### config.mk
export PLATFORM = sky130hd
export DESIGN_NAME = binary_to_printable_encoder_flat
export DESIGN_NICKNAME = d
export VERILOG_FILES = /design/src/bpe_pkg.sv /design/src/bpe_byte_if.sv /design/src/bpe_char_if.sv /design/src/bpe_group.sv /design/src/binary_to_printable_encoder.sv /design/src/flat_wrapper.sv
export SDC_FILE = /design/constraint.sdc
export NUM_CORES = 1
export LEC_CHECK = 0
export ABC_AREA = 0
export BUFFER_PORTS_ARGS = -buffer_cell sky130_fd_sc_hd__buf_2
export CAP_MARGIN = 40
export CORE_MARGIN = 10
export CORE_UTILIZATION = 43
export DETAILED_ROUTE_END_ITERATION = 8
export MAX_ROUTING_LAYER = met4
export PLACE_DENSITY = 0.68
export SKIP_CTS_REPAIR_TIMING = 1
export SLEW_MARGIN = 0
export SYNTH_ARGS = -nofsm -noshare
export SYNTH_HDL_FRONTEND = slang
export SYNTH_HIERARCHICAL = 1
export SYNTH_SLANG_ARGS = --single-unit
### constraint.sdc
create_clock -name clk -period 5.6 [get_ports clk]
set_clock_uncertainty 0.1 [all_clocks]
set_input_delay 0 -clock clk [delete_from_list [all_inputs] [get_ports clk]]
set_output_delay 0 -clock clk [all_outputs]
set_load 0.1 [all_outputs]
### src/bpe_pkg.sv
package bpe_pkg;

	localparam int BYTE_W = 8;
	localparam int CHAR_W = 7;
	localparam int MAX_CHARS = 5;
	localparam int GRP_CHARS = 4;
	localparam int CNT_W = 3;

	// Type characters and fixed bits
	localparam logic [CHAR_W-1:0] TYPE_Z1_LOW    = 7'h23;
	localparam logic [CHAR_W-1:0] TYPE_Z1_HIGH   = 7'h27;
	localparam logic [CHAR_W-1:0] TYPE_ZZ        = 7'h43;
	localparam logic [CHAR_W-1:0] ZZ_FIRST_HIGH  = 7'h20;
	localparam logic [CHAR_W-1:0] ZZ_SECOND_HIGH = 7'h04;
	localparam logic [CHAR_W-1:0] ZDATA_LOW_TOP  = 7'h20;
	localparam logic [CHAR_W-1:0] TYPE_MARK      = 7'h01;

	localparam logic [1:0] LEN_NONE   = 2'd0;
	localparam logic [1:0] LEN_SINGLE = 2'd1;
	localparam logic [1:0] LEN_PAIR   = 2'd2;
	localparam logic [1:0] LEN_TRIPLE = 2'd3;

	typedef struct packed {
		logic [CNT_W-1:0]                  n_chars;
		logic [GRP_CHARS-1:0][CHAR_W-1:0]  chars;
	} bpe_grp_t;

	// Result of one transaction through the grouping logic
	typedef struct packed {
		logic [CNT_W-1:0]                  n_chars;
		logic [MAX_CHARS-1:0][CHAR_W-1:0]  chars;
		logic [1:0]                        pend_cnt;
		logic [BYTE_W-1:0]                 pend_first;
		logic [BYTE_W-1:0]                 pend_second;
	} bpe_step_t;

	function automatic logic is_z(input logic [BYTE_W-1:0] b);
		return b[5:4] == 2'b00;
	endfunction

	function automatic logic is_pass(input logic [BYTE_W-1:0] b);
		return (b[5:4] != 2'b00) && (b[7:6] == 2'b00);
	endfunction

	function automatic logic [CHAR_W-1:0] zdata(input logic [BYTE_W-1:0] b);
		logic [CHAR_W-1:0] c;
		c = {2'b00, b[3:0], 1'b0};
		if (b[7:6] == 2'b00) begin
			c = c | ZDATA_LOW_TOP;
		end else begin
			c = c | {b[7:6], 5'b00000};
		end
		return c;
	endfunction

	function automatic logic [CHAR_W-1:0] hdata(input logic [BYTE_W-1:0] b);
		return {b[5:0], 1'b0};
	endfunction

	// Group length at the head of the window, LEN_NONE while undecided
	function automatic logic [1:0] decide(
		input logic [BYTE_W-1:0] b0,
		input logic [BYTE_W-1:0] b1,
		input logic [BYTE_W-1:0] b2,
		input logic [1:0]        n,
		input logic              fin
	);
		logic [1:0] len;
		if (n == 2'd0) begin
			len = LEN_NONE;
		end else if (is_pass(b0)) begin
			len = LEN_SINGLE;
		end else if (n == 2'd1) begin
			len = fin ? LEN_SINGLE : LEN_NONE;
		end else if (is_pass(b1) || (is_z(b0) != is_z(b1))) begin
			len = LEN_SINGLE;
		end else if (is_z(b0)) begin
			len = LEN_PAIR;
		end else if (n == 2'd2) begin
			len = fin ? LEN_PAIR : LEN_NONE;
		end else if (is_z(b2) || (b2[7:6] == 2'b00)) begin
			len = LEN_PAIR;
		end else if ((b0[7:6] == 2'b11) && (b1[7:6] == 2'b11) && (b2[7:6] == 2'b11)) begin
			len = LEN_PAIR;
		end else begin
			len = LEN_TRIPLE;
		end
		return len;
	endfunction

	function automatic bpe_grp_t encode_group(
		input logic [BYTE_W-1:0] b0,
		input logic [BYTE_W-1:0] b1,
		input logic [BYTE_W-1:0] b2,
		input logic [1:0]        len
	);
		bpe_grp_t g;
		logic [CHAR_W-1:0] t;
		g = '0;
		t = TYPE_ZZ;
		case (len)
			LEN_SINGLE: begin
				if (is_z(b0)) begin
					g.chars[0] = (b0[7:6] == 2'b00) ? TYPE_Z1_LOW : TYPE_Z1_HIGH;
					g.chars[1] = zdata(b0);
					g.n_chars = 3'd2;
				end else if (is_pass(b0)) begin
					g.chars[0] = hdata(b0);
					g.n_chars = 3'd1;
				end else begin
					g.chars[0] = {b0[7:6], 5'b00000} | TYPE_MARK;
					g.chars[1] = hdata(b0);
					g.n_chars = 3'd2;
				end
			end
			LEN_PAIR: begin
				if (is_z(b0)) begin
					if (b0[7:6] != 2'b00) begin
						t = t | ZZ_FIRST_HIGH;
					end
					if (b1[7:6] != 2'b00) begin
						t = t | ZZ_SECOND_HIGH;
					end
					g.chars[0] = t;
					g.chars[1] = zdata(b0);
					g.chars[2] = zdata(b1);
				end else begin
					g.chars[0] = {b0[7:6], b1[7:6], 3'b000} | TYPE_MARK;
					g.chars[1] = hdata(b0);
					g.chars[2] = hdata(b1);
				end
				g.n_chars = 3'd3;
			end
			LEN_TRIPLE: begin
				g.chars[0] = {b0[7:6], b1[7:6], b2[7:6], 1'b0} | TYPE_MARK;
				g.chars[1] = hdata(b0);
				g.chars[2] = hdata(b1);
				g.chars[3] = hdata(b2);
				g.n_chars = 3'd4;
			end
			default: begin
				g = '0;
			end
		endcase
		return g;
	endfunction

endpackage

### src/bpe_byte_if.sv
interface bpe_byte_if;
	logic       valid;
	logic       ready;
	logic [7:0] in_byte;
	logic       block_end;

	modport source(output valid, output in_byte, output block_end, input ready);
	modport sink(input valid, input in_byte, input block_end, output ready);
endinterface

### src/bpe_char_if.sv
interface bpe_char_if;
	logic       valid;
	logic       ready;
	logic [6:0] out_char;
	logic       run_last;

	modport source(output valid, output out_char, output run_last, input ready);
	modport sink(input valid, input out_char, input run_last, output ready);
endinterface

### src/bpe_group.sv
module bpe_group (
	input  logic [1:0]                  pend_cnt,
	input  logic [bpe_pkg::BYTE_W-1:0]  pend_first,
	input  logic [bpe_pkg::BYTE_W-1:0]  pend_second,
	input  logic [bpe_pkg::BYTE_W-1:0]  in_byte,
	input  logic                        block_end,
	output bpe_pkg::bpe_step_t          step
);
	import bpe_pkg::*;

	logic [BYTE_W-1:0] b0, b1, b2;
	logic [BYTE_W-1:0] r0, r1;
	logic [1:0]        n0, n1, n2;
	logic [1:0]        len1, len2;
	bpe_grp_t          g1, g2;

	// Window: held bytes first, then the new byte
	always_comb begin
		b0 = in_byte;
		b1 = in_byte;
		b2 = in_byte;
		case (pend_cnt)
			2'd1: begin
				b0 = pend_first;
			end
			2'd2: begin
				b0 = pend_first;
				b1 = pend_second;
			end
			default: begin
				b0 = in_byte;
			end
		endcase
		n0 = 2'(pend_cnt + 2'd1);
	end

	// First group
	always_comb begin
		len1 = decide(b0, b1, b2, n0, block_end);
		g1 = encode_group(b0, b1, b2, len1);
		n1 = 2'(n0 - len1);
		case (len1)
			LEN_SINGLE: begin
				r0 = b1;
				r1 = b2;
			end
			LEN_PAIR: begin
				r0 = b2;
				r1 = b2;
			end
			default: begin
				r0 = b0;
				r1 = b1;
			end
		endcase
	end

	// Second group; the window holds at most two groups
	always_comb begin
		len2 = (len1 == LEN_NONE) ? LEN_NONE : decide(r0, r1, r1, n1, block_end);
		g2 = encode_group(r0, r1, r1, len2);
		n2 = 2'(n1 - len2);
	end

	always_comb begin
		step = '0;
		step.n_chars = 3'(g1.n_chars + g2.n_chars);
		case (g1.n_chars)
			3'd1: step.chars = {g2.chars[3:0], g1.chars[0]};
			3'd2: step.chars = {g2.chars[2:0], g1.chars[1:0]};
			3'd3: step.chars = {g2.chars[1:0], g1.chars[2:0]};
			3'd4: step.chars = {g2.chars[0], g1.chars[3:0]};
			default: step.chars = '0;
		endcase
		step.pend_cnt = n2;
		case (len2)
			LEN_SINGLE: begin
				step.pend_first = r1;
				step.pend_second = r1;
			end
			default: begin
				step.pend_first = r0;
				step.pend_second = r1;
			end
		endcase
	end

endmodule

### src/binary_to_printable_encoder.sv
// Channel   Dir  Payload               Per transaction
// byte_ch   in   in_byte, block_end    one raw byte
// char_ch   out  out_char, run_last    one printable character
//
// A byte is registered, then grouped and encoded in one pass into a
// five-character output buffer that drains one character per cycle while
// char_ch is ready; the next byte moves in as the last character leaves.
// Reset empties the input stage and the output buffer and clears the held-byte count.
// A stall on char_ch holds the buffer; the input stage still takes one more byte.
// run_last marks the last character released by a byte; a byte that is only
// held releases nothing.
module binary_to_printable_encoder (
	input  logic              clk,
	input  logic              arst_n,
	bpe_byte_if.sink          byte_ch,
	bpe_char_if.source        char_ch
);
	import bpe_pkg::*;

	// Input stage
	logic              valid_s1;
	logic [BYTE_W-1:0] byte_s1;
	logic              end_s1;

	// Lookahead of held bytes
	logic [1:0]        pend_cnt_q;
	logic [BYTE_W-1:0] pend_first_q;
	logic [BYTE_W-1:0] pend_second_q;

	// Output buffer, oldest character at index 0
	logic [MAX_CHARS-1:0][CHAR_W-1:0] chars_q;
	logic [CNT_W-1:0]                 rem_q;

	bpe_step_t step;
	logic      out_fire;
	logic      buf_free;
	logic      move;
	logic      in_fire;

	bpe_group u_group (
		.pend_cnt    (pend_cnt_q),
		.pend_first  (pend_first_q),
		.pend_second (pend_second_q),
		.in_byte     (byte_s1),
		.block_end   (end_s1),
		.step        (step)
	);

	assign out_fire = char_ch.valid && char_ch.ready;
	// Buffer is empty now or after this cycle's transaction
	assign buf_free = (rem_q == '0) || ((rem_q == CNT_W'(1)) && char_ch.ready);
	assign move     = valid_s1 && buf_free;
	assign byte_ch.ready = !valid_s1 || move;
	assign in_fire  = byte_ch.valid && byte_ch.ready;

	assign char_ch.valid    = rem_q != '0;
	assign char_ch.out_char = chars_q[0];
	assign char_ch.run_last = rem_q == CNT_W'(1);

	always_ff @(posedge clk or negedge arst_n) begin
		if (!arst_n) begin
			valid_s1   <= 1'b0;
			pend_cnt_q <= 2'd0;
			rem_q      <= '0;
		end else begin
			if (in_fire) begin
				valid_s1 <= 1'b1;
			end else if (move) begin
				valid_s1 <= 1'b0;
			end
			if (move) begin
				pend_cnt_q <= step.pend_cnt;
				rem_q      <= step.n_chars;
			end else if (out_fire) begin
				rem_q <= CNT_W'(rem_q - CNT_W'(1));
			end
		end
	end

	always_ff @(posedge clk) begin
		if (in_fire) begin
			byte_s1 <= byte_ch.in_byte;
			end_s1  <= byte_ch.block_end;
		end
		if (move) begin
			pend_first_q  <= step.pend_first;
			pend_second_q <= step.pend_second;
			chars_q       <= step.chars;
		end else if (out_fire) begin
			chars_q <= {CHAR_W'(0), chars_q[MAX_CHARS-1:1]};
		end
	end

endmodule

### src/flat_wrapper.sv
// flat-port wrapper written by rule: the top's interface ports become plain ports
module binary_to_printable_encoder_flat import bpe_pkg::*;
  (clk, arst_n, byte_ch_valid, byte_ch_in_byte, byte_ch_block_end, byte_ch_ready, char_ch_valid, char_ch_out_char, char_ch_run_last, char_ch_ready);
  bpe_byte_if byte_ch_i ();
  bpe_char_if char_ch_i ();
  input  logic clk;
  input  logic arst_n;
  input wire logic [$bits(byte_ch_i.valid)-1:0] byte_ch_valid;
  input wire logic [$bits(byte_ch_i.in_byte)-1:0] byte_ch_in_byte;
  input wire logic [$bits(byte_ch_i.block_end)-1:0] byte_ch_block_end;
  output wire logic [$bits(byte_ch_i.ready)-1:0] byte_ch_ready;
  output wire logic [$bits(char_ch_i.valid)-1:0] char_ch_valid;
  output wire logic [$bits(char_ch_i.out_char)-1:0] char_ch_out_char;
  output wire logic [$bits(char_ch_i.run_last)-1:0] char_ch_run_last;
  input wire logic [$bits(char_ch_i.ready)-1:0] char_ch_ready;
  assign byte_ch_i.valid = byte_ch_valid;
  assign byte_ch_i.in_byte = byte_ch_in_byte;
  assign byte_ch_i.block_end = byte_ch_block_end;
  assign byte_ch_ready = byte_ch_i.ready;
  assign char_ch_valid = char_ch_i.valid;
  assign char_ch_out_char = char_ch_i.out_char;
  assign char_ch_run_last = char_ch_i.run_last;
  assign char_ch_i.ready = char_ch_ready;
  binary_to_printable_encoder u_core (.clk(clk), .arst_n(arst_n), .byte_ch(byte_ch_i), .char_ch(char_ch_i));
endmodule
==> results of run 1 <==
==> Yosys cell counts (all sizes together) (10+ instances only) <==
library cell | n | area (sq um)
edfxtp | 60 | 1800
nand2 | 53 | 206
o21ai | 42 | 218
mux2 | 36 | 405
nor2 | 35 | 134
inv | 28 | 110
a21oi | 26 | 141
buf | 26 | 183
mux2i | 20 | 200
ha | 15 | 188
and2 | 13 | 83.8
o221ai | 11 | 103
clkbuf | 10 | 37.5
nor3 | 10 | 50.1
o22ai | 10 | 62.6
==> cells in the final DEF, fill, tap and decap left out, types with 9 or more instances in the layout <==
cell and instances:
o221ai_1 10, nor3_1 9, nor2_1 34, edfxtp_1 60, mux2i_1 19, nand2_1 50
mux2_2 36, and2_1 11, inv_1 26, ha_1 11, dlygate4sd3_1 13, buf_2 22
o21ai_0 31, a21oi_1 21, buf_4 34, clkbuf_16 9, o22ai_1 10
==> area by class of cell <==
class | instances | area (sq um)
flip-flops and latches | 66 | 1950
multi-input cells | 391 | 2980
repair buffers | 70 | 510
clock buffers | 9 | 225
fillers | 1010 | 5420
inverters | 28 | 110
well taps | 143 | 179
clock inverters | 7 | 93.8
==> kinds of logic after synthesis <==
kind of cell / count (synthesis)
multiplexers: 56
buffers and inverters: 64
AND/OR/NAND/NOR: 150
XOR/XNOR: 6
AO/OA/AOI/OAI: 163
adder cells (fa/ha/maj): 16
flip-flops: 66
==> routing by layer <==
layer	GRT usage	share of wire
met1	0.230	0.42
met2	0.293	0.48
met3	0.0427	0.075
met4	0.0669	0.028
met5	-	0
==> state kept, by name, summed over array words and instances, names as in the netlist <==
| signal | cells |
|---|---|
| u_core/byte_s1 | 8 |
| u_core/char_ch.out_char | 7 |
| u_core/chars_q | 28 |
| u_core/end_s1 | 1 |
| u_core/pend_cnt_q | 2 |
| u_core/pend_first_q | 8 |
| u_core/pend_second_q | 8 |
| u_core/rem_q | 3 |
| u_core/valid_s1 | 1 |
==> worst reg2reg max path, cell delays in order, from the launching register on <==
cell,delay (ns)
dfrtp_1,0.37
inv_1,0.09
ha_4,0.31
mux2i_2,0.25
a2111oi_0,0.12
o311a_1,0.34
or3_4,0.39
a31oi_4,0.33
inv_2,0.10
ha_4,0.21
o21ai_4,0.20
a21oi_1,0.11
or3_1,0.43
buf_4,0.18
a41o_1,0.26
and2_4,0.23
nand2_1,0.21
nand2_1,0.11
fa_1,0.41
xnor2_1,0.14
xnor2_1,0.13
mux2i_1,0.14
o21ai_1,0.07
==> final timing paths <==
path,depth (start not counted),endpoint,startpoint,slack (ns)
setup / recovery,22,u_core/rem_q[2],u_core/pend_cnt_q[1],0.24
hold / removal,2,u_core/byte_s1[5],byte_ch_in_byte[5],0.27
setup reg to reg,22,u_core/rem_q[2],u_core/pend_cnt_q[1],0.24
hold reg to reg,2,u_core/rem_q[1],u_core/rem_q[1],0.39
max in group asynchronous,3,u_core/rem_q[0],arst_n,4.55
min in group asynchronous,3,u_core/pend_cnt_q[1],arst_n,0.57
==> per-stage QoR <==
stage	hold slack, ns	utilization	setup TNS (ns)
CTS	-0.619	0.500	-0.162
global placement	-0.255	0.472	0
global route	0.275	0.528	-0.0165
finish	0.275	0.528	0
detailed placement	-0.253	0.472	-0.0785
floorplan	-0.396	-	0
==> flow_summary.json, run 1 <==
{
  "outcome": "complete, no violations",
  "clock_sinks": 66,
  "synth_top_family_by_area": "compound AO/OA/AOI/OAI gates",
  "diodes": 0,
  "area_delta_synth_final_pct": 19.6,
  "fp.dieH_um": 128,
  "core_area_sq_um": 11500,
  "stdcell_count": 714,
  "synth_seq_cells": 66,
  "grt_pass1_vias": 4263,
  "place_area_sq_um": 5410,
  "fin_nets": 595,
  "drv_slew": 0,
  "grt_pass1_wl_mm": 23.6,
  "avgSynthCellArea_sq_um": 9.71,
  "max_slew_margin": 0.462,
  "initial_utilization": 0.441,
  "crit_buf_inv": 3,
  "cts.path.max_buffers": 2,
  "drt-total-wl_mm": 15.1,
  "critical_path.slowest_cell": "or3_1",
  "netlist_area_sq_um": 5060,
  "clk_pin_slew_worst_paths_ns": 0.06,
  "drt_iter0_drc": 390,
  "vias": 4377,
  "critPathTopFamily": "compound AO/OA/AOI/OAI gates",
  "antenna_found_initial": 0,
  "cts_tree": "yes",
  "crit_fanout": 12,
  "start_kind": "flip-flop",
  "synthSimpleGateAreaFrac": 0.148,
  "tightest_slew_ns": 0.798,
  "die_width_um": 128,
  "hold_viol": 0,
  "endpoint_kind": "flip-flop",
  "dp_hpwl_mm": 11.3,
  "io_buffers": 22,
  "cts_made_buffers": 9,
  "drc": 0,
  "slowest_delay_ns": 0.43,
  "hold_class": "in2reg",
  "synth_fa_ha_area_frac": 0.0411,
  "io_pins": 23,
  "synth_compound_area_frac": 0.230,
  "dieArea_sq_um": 16500,
  "dp_slack_ns": -0.0785,
  "synth_nets": 550,
  "overflow": 0,
  "wl_per_cell_um": 21.1,
  "setup_viol": 0,
  "clk_latency_ns": 0.34,
  "synth_edf_count": 60,
  "ant_nets": 0,
  "dominantRegCellSynth": "edfxtp_1",
  "rows": 39,
  "crit_type": "reg2reg",
  "place_congestion": 0.989,
  "cts.root.buffer_cell": "clkbuf_16",
  "fin_crit_sh": 0.958,
  "synth-seq-area-share": 0.386,
  "synth_cells": 521,
  "synth-xor-area-share": 0.0104,
  "h-tree-depth": 3,
  "async_reset_ff_frac": 0.0909,
  "finalInstanceArea_sq_um": 6050,
  "first_pass_iters": 5,
  "place_inst": 681,
  "period_needed_ns": 5.36,
  "drive_above_1_share": 0.270,
  "vias_per_cell": 6.13,
  "yosys_warnings": 6,
  "maxCapViolations": 0,
  "synth_cell_type_count": 74,
  "grt_max_degree": 58,
  "synth.area.mux_share": 0.120,
  "track_usage": 0.186,
  "cp.required_ns": 5.71,
  "fmax_ghz": 0.186,
  "crit_arrival_ns": 5.47,
  "crit_chain": "inv_1, ha_4, mux2i_2, a2111oi_0, o311a_1, or3_4, a31oi_4, inv_2, ha_4, o21ai_4, a21oi_1, or3_1, buf_4, a41o_1, and2_4, nand2_1, nand2_1, fa_1, xnor2_1, xnor2_1, mux2i_1, o21ai_1",
  "fin_ws_ns": 0.236
}
Power of run 1 is left out: the tool's default activity adds up to more than one toggle a clock period on the data nets, which glitch-free logic cannot reach.
==> run 2: changes to the inputs <==
- PLACE_DENSITY: 0.68 -> not set
- PLACE_DENSITY_LB_ADDON: not set -> 0.25
==> run 2 against run 1 <==
Sequential cell count unchanged; design area is 1.9% lower; maximum frequency is 0.43% lower; global-route usage shrank 0.39 points; register-to-register slack got worse by 0.02 ns; setup slack lost 0.023 ns; die area unchanged; critical path depth up 3; via count up 0.87%; critical path type unchanged.
==> flow_summary.json, run 2 (same netlist as run 1, synthesis figures left out) <==
{
  "fp.dieH_um": 128,
  "crit_type": "reg2reg",
  "outcome": "complete, no violations",
  "cp.required_ns": 5.71,
  "io_buffers": 22,
  "drt-total-wl_mm": 14.6,
  "wl_per_cell_um": 20.7,
  "tightest_slew_ns": 0.938,
  "clk_latency_ns": 0.35,
  "grt_pass1_wl_mm": 23.1,
  "hold_viol": 0,
  "drc": 0,
  "grt_pass1_vias": 4371,
  "setup_viol": 0,
  "cts.path.max_buffers": 2,
  "gr-usage-met2": 0.272,
  "endpoint_kind": "flip-flop",
  "layout_commonest_cell": "edfxtp_1",
  "crit_arrival_ns": 5.50,
  "dieArea_sq_um": 16500,
  "core_area_sq_um": 11500,
  "cts_tree": "yes",
  "crit_fanout": 19,
  "use_met3": 0.0444,
  "h-tree-depth": 3,
  "place_area_sq_um": 5360,
  "vias": 4415,
  "top_register": "u_core/chars_q",
  "r2r_setup_slack_ns": 0.21,
  "clk_pin_slew_worst_paths_ns": 0.05,
  "hold_class": "in2reg",
  "antenna_found_initial": 0,
  "period_needed_ns": 5.39,
  "fin_nets": 587,
  "grt_max_degree": 58,
  "top_usage_layer": "met2",
  "initial_utilization": 0.441,
  "mostFrequentLayoutCells": "edfxtp_1, nand2_1, mux2_2, nor2_1, o21ai_0",
  "dp_hpwl_mm": 10.7,
  "drv_slew": 0,
  "first_pass_iters": 5,
  "fin_crit_sh": 0.962,
  "place_congestion": 1.01,
  "cts.root.buffer_cell": "clkbuf_16",
  "drive_above_1_share": 0.250,
  "area_delta_synth_final_pct": 17.3,
  "largest_reg_flops": 28,
  "n_fill_cell": 991,
  "diodes": 0,
  "maxCapViolations": 0,
  "fmax_ghz": 0.186,
  "drt_iter0_drc": 561,
  "max_slew_margin": 0.370,
  "grt_use_met1": 0.226,
  "clock_sinks": 66,
  "start_kind": "flip-flop",
  "ant_nets": 0,
  "cts_made_buffers": 9,
  "vias_per_cell": 6.25,
  "die_width_um": 128,
  "track_usage": 0.182,
  "io_pins": 23,
  "finalInstanceArea_sq_um": 5930,
  "overflow": 0,
  "rows": 39
}
run 2: final cells by class:
| cell class | count | area [sq um] | share of cell area |
|---|---|---|---|
| clock inverters | 7 | 60.1 | 0.0101 |
| inverters | 28 | 110 | 0.0186 |
| multi-input cells | 391 | 2950 | 0.497 |
| flip-flops and latches | 66 | 1950 | 0.329 |
| well taps | 143 | 179 | 0.0302 |
| clock buffers | 9 | 225 | 0.0380 |
| repair buffers | 62 | 455 | 0.0768 |
run 2: path summary, 6_finish.rpt:
kind / from / to / depth (start not counted)
max reg2reg: u_core/pend_cnt_q[0] / u_core/rem_q[2] / 25
max in group asynchronous: arst_n / u_core/pend_cnt_q[0] / 3
max: u_core/pend_cnt_q[0] / u_core/rem_q[2] / 25
min reg2reg: u_core/rem_q[1] / u_core/rem_q[1] / 2
min: byte_ch_in_byte[4] / u_core/byte_s1[4] / 2
min in group asynchronous: arst_n / u_core/rem_q[2] / 3
run 2: critical path: stages, from the launching register on:
cell and delay, ns:
dfrtp_1 0.37, inv_1 0.12, ha_1 0.28, buf_4 0.35, nand2_1 0.12, a221oi_1 0.41, or3_4 0.22, a31oi_4 0.13
ha_4 0.24, nor2b_4 0.15, buf_4 0.16, o21ai_4 0.17, a21oi_1 0.11, or3_1 0.43, o41a_1 0.34, o21a_2 0.16
inv_6 0.10, nand2_1 0.06, o21ai_0 0.09, ha_1 0.17, inv_1 0.06, fa_2 0.41, xnor2_2 0.14, xnor2_1 0.13
mux2i_1 0.14, o21ai_1 0.07
run 2: through the flow:
stage,utilization,setup TNS (ns),hold WS (ns),cells,worst slack [ns]
2_1_floorplan,-,0,-0.396,521,0.00256
3_3_place_gp,0.467,0,-0.249,674,0.106
3_5_place_dp,0.467,-0.141,-0.242,674,-0.141
4_1_cts,0.492,-0.251,-0.609,690,-0.156
5_1_grt,0.517,-0.0374,0.261,706,-0.0374
6_report,0.517,0,0.267,706,0.213
run 2: routing by layer:
| metal | routed length [um] | share of wire |
|---|---|---|
| met1 | 6130 | 0.42 |
| met2 | 6760 | 0.46 |
| met3 | 1140 | 0.078 |
| met4 | 612 | 0.042 |
| met5 | 0 | 0 |
Power of run 2 is left out for the same reason.
==> run 3: changes to the inputs <==
- REMOVE_ABC_BUFFERS: not set -> 1
==> run 3 against run 2 <==
Die area did not move; sequential cell count did not move; first-iteration DRC count fell by 19%; non-clock buffer count rose by 17; hold slack got worse by 0.00051 ns; clock-buffer cell count did not move; maximum frequency rose by 0.40%; setup slack improved by 0.022 ns; critical path type unchanged; highest routed layer unchanged.
==> flow_summary.json, run 3 (same netlist as run 1, synthesis figures left out) <==
{
  "dieArea_sq_um": 16500,
  "io_buffers": 22,
  "worstHoldStart": "byte_ch_in_byte[2]",
  "track_usage": 0.189,
  "crit_type": "reg2reg",
  "ant_nets": 0,
  "clock_sinks": 66,
  "fmax_ghz": 0.186,
  "cts_made_buffers": 9,
  "cts.root.buffer_cell": "clkbuf_16",
  "io_pins": 23,
  "cp.required_ns": 5.71,
  "dp_slack_ns": -0.0453,
  "cp-startpoint": "u_core/pend_cnt_q[0]",
  "setup_viol": 0,
  "r2r_setup_slack_ns": 0.23,
  "crit_arrival_ns": 5.47,
  "outcome": "complete, no violations",
  "slowest_delay_ns": 0.48,
  "crit_cells": 24,
  "wl_per_cell_um": 21.4,
  "fin_nets": 604,
  "hold_viol": 0,
  "tightest_slew_ns": 0.840,
  "drive_above_1_share": 0.281,
  "endpoint": "u_core/rem_q[2]",
  "grt_pass1_vias": 4302,
  "overflow": 0,
  "drv_slew": 0,
  "grt_pass1_wl_mm": 23.8,
  "mostFrequentLayoutCells": "edfxtp_1, nand2_1, buf_4, mux2_2, nor2_1",
  "critPathTopFamily": "simple AND/OR/NAND/NOR gates",
  "drt_iter0_drc": 456,
  "crit_buf_inv": 4,
  "crit_fanout": 6,
  "drt-total-wl_mm": 15.5,
  "critical_path.slowest_cell": "or3b_2",
  "rr_worst_depth": 24,
  "vias": 4570,
  "core_area_sq_um": 11500,
  "cts.path.max_buffers": 2,
  "cts_tree": "yes",
  "place_congestion": 1.04,
  "max_slew_margin": 0.440,
  "clk_pin_slew_worst_paths_ns": 0.06,
  "fin_ws_ns": 0.235,
  "fin_crit_sh": 0.958,
  "hold_class": "in2reg",
  "rows": 39,
  "period_needed_ns": 5.37,
  "drc": 0,
  "top_register": "u_core/chars_q",
  "die_width_um": 128,
  "antenna_found_initial": 0,
  "reg2reg_from": "u_core/pend_cnt_q[0]",
  "first_pass_iters": 5,
  "whs_ns": 0.266,
  "vias_per_cell": 6.32,
  "h-tree-depth": 3,
  "initial_utilization": 0.441,
  "fp.dieH_um": 128,
  "rr_endpoint": "u_core/rem_q[2]",
  "clk_latency_ns": 0.34,
  "endpoint_kind": "flip-flop",
  "grt_max_degree": 50,
  "layout_commonest_cell": "edfxtp_1",
  "area_delta_synth_final_pct": 19.3,
  "start_kind": "flip-flop",
  "maxCapViolations": 0,
  "largest_reg_flops": 28,
  "crit_chain": "inv_1, ha_2, or3b_2, and2_1, o311a_1, or3_1, a31oi_4, inv_1, ha_2, o21ai_4, a41oi_1, or3_1, o41a_1, o21a_2, inv_6, nand2_1, o21ai_0, ha_1, inv_1, fa_1, xnor2_1, xnor2_1, mux2i_1, o21ai_1",
  "crit_path_frequent_cell": "inv_1",
  "diodes": 0,
  "dp_hpwl_mm": 11.5
}
## run 3: cell types whose count changed in the layout (fill, tap and decap cells not counted), sizes merged
cell	before	now
buf	49	66
clkinvlp	2	1
inv	28	29
## run 3: worst min-delay path by stage
| stage | endpoint | cells past startpoint |
|---|---|---|
| finish | u_core/byte_s1[2] | 2 |
| detailed placement | u_core/valid_s1 | 1 |
| CTS | u_core/pend_cnt_q[0] | 1 |
| global placement | u_core/valid_s1 | 1 |
| floorplan | u_core/pend_cnt_q[0] | 0 |
| global route | u_core/byte_s1[2] | 2 |
## run 3: final cells by class
| type | count | area [sq um] |
|---|---|---|
| fillers | 1029 | 5430 |
| multi-input cells | 391 | 2930 |
| flip-flops and latches | 66 | 1950 |
| repair buffers | 79 | 568 |
| clock buffers | 9 | 225 |
| well taps | 143 | 179 |
| inverters | 28 | 110 |
| clock inverters | 7 | 68.8 |
## run 3: stage by stage
step	utilization	setup TNS, ns	area (sq um)	instances
after global placement	0.475	0	5450	693
after floorplan	-	-28.72	4840	485
after CTS	0.501	-0.115	5750	710
after detailed placement	0.476	-0.0453	5460	694
final	0.526	0	6030	723
after global routing	0.526	-0.0347	6030	723
## run 3: per-layer routing
layer	wire length (um)	part of all wire	GRT usage	vias up
li1	-	-	-	2079
met1	6680	0.43	0.251	2213
met2	7090	0.46	0.279	239
met3	1290	0.083	0.0402	39
met4	387	0.025	0.0675	0
met5	0	0	-	-
Power of run 3 is left out for the same reason.
